<file path="src/rtl/core/frwm_pkg.sv">
// Shared constants and types for the frame rate window meter.
package frwm_pkg;

	// Window geometry
	localparam int WINDOW_DEPTH = 64;
	localparam int SLOT_W       = (WINDOW_DEPTH > 1) ? $clog2(WINDOW_DEPTH) : 1;
	localparam int FILL_W       = $clog2(WINDOW_DEPTH + 1);

	// Field widths
	localparam int TIME_W = 32;
	localparam int RATE_W = 16;
	localparam int SUM_W  = TIME_W + SLOT_W;

	// Rate arithmetic
	localparam int MS_PER_SECOND = 1000;
	localparam int RATE_MAX      = 65535;
	localparam int NUM_W         = $clog2(MS_PER_SECOND * WINDOW_DEPTH + 1);
	localparam int CNT_W         = (NUM_W > 1) ? $clog2(NUM_W) : 1;

	// Event kinds carried on the input tuser
	localparam logic CMD_START = 1'b0;
	localparam logic CMD_FRAME = 1'b1;

	// Sequencer states
	typedef enum logic [1:0] {
		ST_IDLE,
		ST_UPDATE,
		ST_DIV,
		ST_DONE
	} state_t;

endpackage

</file>
<file path="src/rtl/core/frame_rate_window_meter.sv">
// Moving-average frame rate meter over a ring of millisecond intervals.

// Each input beat is a start event or a frame mark with a millisecond timestamp and
// yields exactly one output beat. A start empties the window and returns rate 0. A
// frame mark stores the interval since the previous event in a 64-entry ring memory,
// updates the running sum and returns floor(1000 * filled / sum), saturated to 65535
// with the flag set when the sum is zero or the quotient is too large. One beat at a
// time is processed: a start goes straight to the hand-off, while a frame mark passes
// through the ring read, the sum update, the restoring divider that produces one
// quotient bit per cycle, and the hand-off of the result to the output register. A finished
// result waits in the output register, so the next input beat is taken while it waits;
// the hand-off stretches for as long as an earlier beat is still held there.
module frame_rate_window_meter (
	input  logic                        clk,
	input  logic                        arst_n,
	input  logic                        s_tvalid,
	output logic                        s_tready,
	input  logic [frwm_pkg::TIME_W-1:0] s_tdata,   // [31:0] time_ms
	input  logic                        s_tuser,   // [0] cmd
	output logic                        m_tvalid,
	input  logic                        m_tready,
	output logic [frwm_pkg::RATE_W-1:0] m_tdata,   // [15:0] rate
	output logic                        m_tuser    // [0] saturated
);
	import frwm_pkg::*;

	// Ring memory
	logic [TIME_W-1:0] ring [WINDOW_DEPTH];
	logic [TIME_W-1:0] rd_data_q;

	// Window state
	logic [SUM_W-1:0]  sum_q;
	logic [SLOT_W-1:0] slot_q;
	logic [FILL_W-1:0] fill_q;
	logic [TIME_W-1:0] last_time_q;
	logic [TIME_W-1:0] interval_q;
	logic              start_q;

	// Divider
	logic [NUM_W-1:0]  num_q;
	logic [SUM_W-1:0]  rem_q;
	logic [CNT_W-1:0]  cnt_q;

	// Output register
	logic              m_tvalid_q;
	logic [RATE_W-1:0] m_tdata_q;
	logic              m_tuser_q;

	// Sequencer
	state_t state_q, state_d;
	logic   accept;
	logic   out_free;
	logic   rd_en;
	logic   wr_en;
	logic   load_out;

	logic              full;
	logic [FILL_W-1:0] fill_next;
	logic [SUM_W-1:0]  sum_next;
	logic [SUM_W:0]    rem_shift;
	logic [SUM_W:0]    rem_trial;
	logic              over;
	logic [RATE_W-1:0] res_rate;
	logic              res_sat;

	assign accept   = s_tvalid && s_tready;
	assign out_free = !m_tvalid_q || m_tready;
	assign full     = (fill_q == FILL_W'(WINDOW_DEPTH));

	// Next state
	always_comb begin
		state_d = state_q;
		case (state_q)
			ST_IDLE: begin
				if (s_tvalid) begin
					state_d = (s_tuser == CMD_START) ? ST_DONE : ST_UPDATE;
				end
			end
			ST_UPDATE: state_d = ST_DIV;
			ST_DIV: begin
				if (cnt_q == '0) begin
					state_d = ST_DONE;
				end
			end
			ST_DONE: begin
				if (out_free) begin
					state_d = ST_IDLE;
				end
			end
			default: state_d = ST_IDLE;
		endcase
	end

	// Control outputs of the sequencer
	always_comb begin
		s_tready = 1'b0;
		rd_en    = 1'b0;
		wr_en    = 1'b0;
		load_out = 1'b0;
		case (state_q)
			ST_IDLE: begin
				s_tready = 1'b1;
				rd_en    = s_tvalid && (s_tuser == CMD_FRAME);
			end
			ST_UPDATE: wr_en = 1'b1;
			ST_DIV:    ;
			ST_DONE:   load_out = out_free;
			default:   ;
		endcase
	end

	// Window update: drop the oldest interval once full, add the new one
	always_comb begin
		fill_next = full ? fill_q : fill_q + FILL_W'(1);
		sum_next  = sum_q - (full ? SUM_W'(rd_data_q) : '0) + SUM_W'(interval_q);
	end

	// One restoring division step
	always_comb begin
		rem_shift = {rem_q, num_q[NUM_W-1]};
		rem_trial = rem_shift - {1'b0, sum_q};
	end

	// Saturate the quotient
	always_comb begin
		over = ((num_q >> RATE_W) != '0);
		if (start_q) begin
			res_rate = '0;
			res_sat  = 1'b0;
		end else if (sum_q == '0 || over) begin
			res_rate = RATE_W'(RATE_MAX);
			res_sat  = 1'b1;
		end else begin
			res_rate = RATE_W'(num_q);
			res_sat  = 1'b0;
		end
	end

	// Ring memory: registered read, single write port
	always_ff @(posedge clk) begin
		if (rd_en) begin
			rd_data_q <= ring[slot_q];
		end
		if (wr_en) begin
			ring[slot_q] <= interval_q;
		end
	end

	// Sequencer state
	always_ff @(posedge clk or negedge arst_n) begin
		if (!arst_n) begin
			state_q <= ST_IDLE;
		end else begin
			state_q <= state_d;
		end
	end

	// Window state: clear on start, advance on frame mark
	always_ff @(posedge clk or negedge arst_n) begin
		if (!arst_n) begin
			sum_q       <= '0;
			slot_q      <= '0;
			fill_q      <= '0;
			last_time_q <= '0;
			start_q     <= 1'b0;
		end else if (accept) begin
			last_time_q <= s_tdata;
			start_q     <= (s_tuser == CMD_START);
			if (s_tuser == CMD_START) begin
				sum_q  <= '0;
				slot_q <= '0;
				fill_q <= '0;
			end
		end else if (state_q == ST_UPDATE) begin
			sum_q  <= sum_next;
			fill_q <= fill_next;
			slot_q <= (slot_q == SLOT_W'(WINDOW_DEPTH - 1)) ? '0 : slot_q + SLOT_W'(1);
		end
	end

	// Interval capture and divider datapath
	always_ff @(posedge clk) begin
		if (accept) begin
			interval_q <= s_tdata - last_time_q;
		end
		if (state_q == ST_UPDATE) begin
			num_q <= NUM_W'(fill_next * MS_PER_SECOND);
			rem_q <= '0;
			cnt_q <= CNT_W'(NUM_W - 1);
		end else if (state_q == ST_DIV) begin
			if (!rem_trial[SUM_W]) begin
				rem_q <= rem_trial[SUM_W-1:0];
				num_q <= {num_q[NUM_W-2:0], 1'b1};
			end else begin
				rem_q <= rem_shift[SUM_W-1:0];
				num_q <= {num_q[NUM_W-2:0], 1'b0};
			end
			cnt_q <= cnt_q - CNT_W'(1);
		end
	end

	// Output register: hold a beat until taken
	always_ff @(posedge clk or negedge arst_n) begin
		if (!arst_n) begin
			m_tvalid_q <= 1'b0;
		end else if (load_out) begin
			m_tvalid_q <= 1'b1;
		end else if (m_tready) begin
			m_tvalid_q <= 1'b0;
		end
	end

	always_ff @(posedge clk) begin
		if (load_out) begin
			m_tdata_q <= res_rate;
			m_tuser_q <= res_sat;
		end
	end

	assign m_tvalid = m_tvalid_q;
	assign m_tdata  = m_tdata_q;
	assign m_tuser  = m_tuser_q;

endmodule
</file>
<file path="config.mk">
export PLATFORM = sky130hd
export DESIGN_NAME = frame_rate_window_meter
export DESIGN_NICKNAME = d
export VERILOG_FILES = /design/src/rtl/core/frwm_pkg.sv /design/src/rtl/core/frame_rate_window_meter.sv
export SDC_FILE = /design/constraint.sdc
export NUM_CORES = 2
export LEC_CHECK = 0
export BUFFER_PORTS_ARGS = -buffer_cell sky130_fd_sc_hd__buf_2
export CAP_MARGIN = 20
export CELL_PAD_IN_SITES_DETAIL_PLACEMENT = 0
export CELL_PAD_IN_SITES_GLOBAL_PLACEMENT = 2
export CORE_AREA = 2 2 461 463
export DETAILED_ROUTE_END_ITERATION = 7
export DIE_AREA = 0 0 463 465
export GPL_TIMING_DRIVEN = 0
export PLACE_DENSITY = 0.76
export REMOVE_ABC_BUFFERS = 1
export SYNTH_ARGS = -nofsm -noshare
export SYNTH_HDL_FRONTEND = slang
export SYNTH_SLANG_ARGS = --single-unit
</file>
<file path="constraint.sdc">
create_clock -name clk -period 5.36 [get_ports clk]
set_input_delay 0.804 -clock clk [delete_from_list [all_inputs] [get_ports clk]]
set_output_delay 0.804 -clock clk [all_outputs]
set_load 0.05 [all_outputs]
</file>
==> run metrics <==
TritonCTS Buffers=approximately 230; Worst Setup SP=fill_q[0]$_DFFE_PN0P_; type of the worst min-delay path=in -> reg; sequential share of power=0.387; post-route DRC violation count=0; crit path kind=reg -> reg; internal reg-to-reg setup slack=between 0.3 and 0.4 ns; Setup Skew=about 0.095 ns; critical path arrival=5.63 ns; combinational group share of total power=0.355; ANT nets after route=0; Via density=6.01; drt first pass iters=7; final hold slack=0.141 ns; cell area after layout=0.107 mm2; Overflow after GRT=0; TritonCTS clock tree=done; largest net degree at the start of global routing=78; Filler cells=17100; top achievable clock speed=just under 200 MHz; worst-skew pair later-pin latency=0.90 ns; Cell Pwr Density=roughly 560 mW/mm2; Clock Path Buffers=3; slowest CP cell=fa_1; Clk pin slew, worst setup/hold paths=0.06 ns; global-route wire length before repair=379 mm; worst r2r src=fill_q[0]$_DFFE_PN0P_; Avg WL per Cell=29.5 um; number of global-route vias before repair=around 52000; Die ar.=0.215 mm2; row count=about 170; Seq cells post-synth=2274; Worst-Margin Slew=1.22 ns; Sink Count=2274; cell count after synthesis=5669; layout cells sized above 1=0.139; Area growth syn-to-layout=18.6%; DPL Wire Length=177 mm; die width=463 um; Switching Share=0.347; CP Max Fanout=7; NetSw=20.8 mW; Worst Hold Depth=3; CTS H-Tree Depth=4; Final WS setup=0.324 ns; I/O pin count=56; Unique masters post-synth=just under 90; Clock Tree Root=clkbuf_16; Synth Cell Area=0.0901 mm2; VDD IR max=just under 400 uV; Synth Warn #=0; GRT Total Usage=0.242; post-synth top area cell=edfxtp_1; Max-slew headroom=0.190; Crit. End Element=register; WL final=265 mm; final hold violation count=0; crit path cell chain=inv_2 > ha_4 > and3_4 > xnor2_4 > xor2_2 > ha_1 > fa_1 > inv_1 > fa_1 > inv_1 > fa_1 > ha_1 > inv_1 > o21bai_1 > a21oi_2 > o21bai_1 > a21oi_2 > o21bai_1 > a21oi_2 > xnor2_1 > a22o_1; max incr delay on CP=0.54 ns; 1st-iter DRT viols=6716; Leak=35.3 nW; max_cap viols=0; Chip Height=465 um; sequential fraction of the synthesis area=0.748; Buffers on Ports=55; Cell Area, Placed=about 0.099 mm2; async set-reset flop share out of synthesis=0.0383; # setup viols final=0; Clock power frac=0.258; Core Box Area=0.211 mm2; crit start category=register; Final GP Congestion=0.815; r2r worst-path depth=21; Internal Power=39.1 mW; initial antenna violation count=12; Final nets=6214; Top FF cell, synth=edfxtp_1; Post-Syn Area per Cell=~16 um2; synth top area cells=edfxtp_1, a22oi_1, dfrtp_1; Synth top area share=0.714; vias=about 54000; number of enable flip-flop cells after synthesis=roughly 2100; fin crit period=5.04 ns; pre-CTS WS=-0.594 ns; outcome=complete, no violations; worst path required time=5.96 ns; Final period util=0.940; final slew viol count=0; Initial Util=0.428; min-delay src=s_tdata[31]
-- path summary, 6_finish.rpt --
| kind | endpoint |
|---|---|
| setup / recovery | num_q[15]$_DFFE_PP_ |
| hold / removal | last_time_q[31]$_DFFE_PN0P_ |
| setup reg to reg | num_q[15]$_DFFE_PP_ |
| hold reg to reg | sum_q[36]$_DFFE_PN0P_ |
| max in group asynchronous | sum_q[13]$_DFFE_PN0P_ |
| min in group asynchronous | last_time_q[21]$_DFFE_PN0P_ |
-- cells by family (layout without fill, tap and decap cells) --
kind of cell / after synthesis / in the layout / synth area share
other cells: 0 / 4 / 0
fa+ha+maj: 199 / 199 / 0.0318
buf+inv: 586 / 1067 / 0.0248
compound gates: 1777 / 1777 / 0.143
simple gates: 685 / 686 / 0.0380
xor+xnor: 116 / 116 / 0.0115
flops: 2274 / 2274 / 0.748
mux: 32 / 32 / 0.00355
-- critical path: cells and delay by family (launching register included) --
kind | cells | cell delay (ns)
compound gates | 7 | 1.00
fa+ha+maj | 6 | 2.27
flops | 1 | 0.48
buf+inv | 4 | 0.26
xor+xnor | 3 | 0.56
simple gates | 1 | 0.21
-- power by group through the flow --
stage | clock network (mW) | logic (mW) | registers, mW
3_3_place_gp | 0 | 13.9 | 25.1
3_5_place_dp | 0 | 21.1 | 23.6
2_1_floorplan | 0 | 11.1 | 23.9
6_report | 15.5 | 21.3 | 23.2
4_1_cts | 15.6 | 21.2 | 23.2
5_1_grt | 16.3 | 23.1 | 23.3
-- routing by layer --
metal | share of wire | GRT usage
met1 | 0.41 | 0.333
met4 | 0.040 | 0.0951
met5 | 0.00014 | 0
met3 | 0.081 | 0.0386
met2 | 0.47 | 0.389
-- synth_stat cells, types with 19 or more instances --
library cell,number
edfxtp_1,2142
a22oi_1,647
clkbuf_1,293
inv_1,248
a21oi_1,203
a22o_1,200
a221oi_1,192
nand2_1,191
a31oi_1,174
ha_1,149
nor2_1,148
o21ai_0,148
nand4_1,112
dfrtp_1,87
xnor2_1,72
nand3_1,60
a21o_1,51
fa_1,50
dfxtp_1,45
xor2_1,43
and2_1,42
buf_1,36
a211oi_1,32
mux2i_1,32
nor4_1,28
nand2b_1,23
o21bai_1,23
o21a_1,20
o21ai_1,19
-- timing repair --
item / 4_1_cts / 5_1_grt
hold endpoints to repair: 32 / 0
resized for setup: 9 / 11
pin swaps: 2 / 2
cloned: 1 / 0
endpoints found under the setup margin: 4 / 7
setup buffers: 3 / 1
hold buffers: 1 / 0
-- flip-flops by register name, indices dropped and copies added, names as in the netlist, 2 cells and up --
name         flops
cnt_q            4
interval_q      32
state_q          2
ring          2048
num_q           16
fill_q           7
last_time_q     32
sum_q           38
rd_data_q       32
slot_q           6
m_tdata         16
rem_q           38
-- layout by cell type, fill, tap and decap left out, types with 22 or more instances in the layout --
master / Yosys / final
edfxtp_1: 2142 / 2142
a22oi_1: 647 / 647
inv_1: 248 / 246
clkbuf_16: 0 / 227
a22o_1: 200 / 200
a21oi_1: 203 / 198
a221oi_1: 192 / 192
nand2_1: 191 / 188
a31oi_1: 174 / 174
o21ai_0: 148 / 148
ha_1: 149 / 146
buf_6: 4 / 120
nand4_1: 112 / 112
buf_16: 0 / 98
nor2_1: 148 / 87
dfrtp_1: 87 / 86
buf_12: 0 / 82
xnor2_1: 72 / 71
nor2_4: 0 / 61
nand3_1: 60 / 59
buf_2: 4 / 58
clkbuf_1: 293 / 52
a21o_1: 51 / 51
fa_1: 50 / 50
clkinv_1: 0 / 45
dfxtp_1: 45 / 45
and2_1: 42 / 42
xor2_1: 43 / 41
buf_4: 0 / 38
mux2i_1: 32 / 32
a211oi_1: 32 / 31
clkinv_2: 0 / 27
nand2b_1: 23 / 23
nor4_1: 28 / 23
o21bai_1: 23 / 22
-- stage by stage --
step | setup TNS [ns] | cells | total power [mW] | util
4_1_cts | 0 | 8964 | 60.0 | 0.506
2_1_floorplan | - | 5332 | 34.9 | -
5_1_grt | -0.00322 | 8972 | 62.7 | 0.507
6_report | 0 | 8976 | 59.9 | 0.507
3_3_place_gp | - | 8208 | 39.0 | 0.439
3_5_place_dp | -1.44 | 8557 | 44.6 | 0.471
-- final cells by class --
class	count	area [um2]	area share
Clock inverter	117	1260	0.0118
Inverter	249	937	0.00877
Multi-Input combinational cell	2810	21200	0.198
Sequential cell	2274	67400	0.631
Clock buffer	285	5960	0.0558
Tap cell	2821	3530	0.0330
Antenna cell	4	10.0	0.0000937
Timing Repair Buffer	416	6560	0.0614
(Power assumes the default switching activity.)
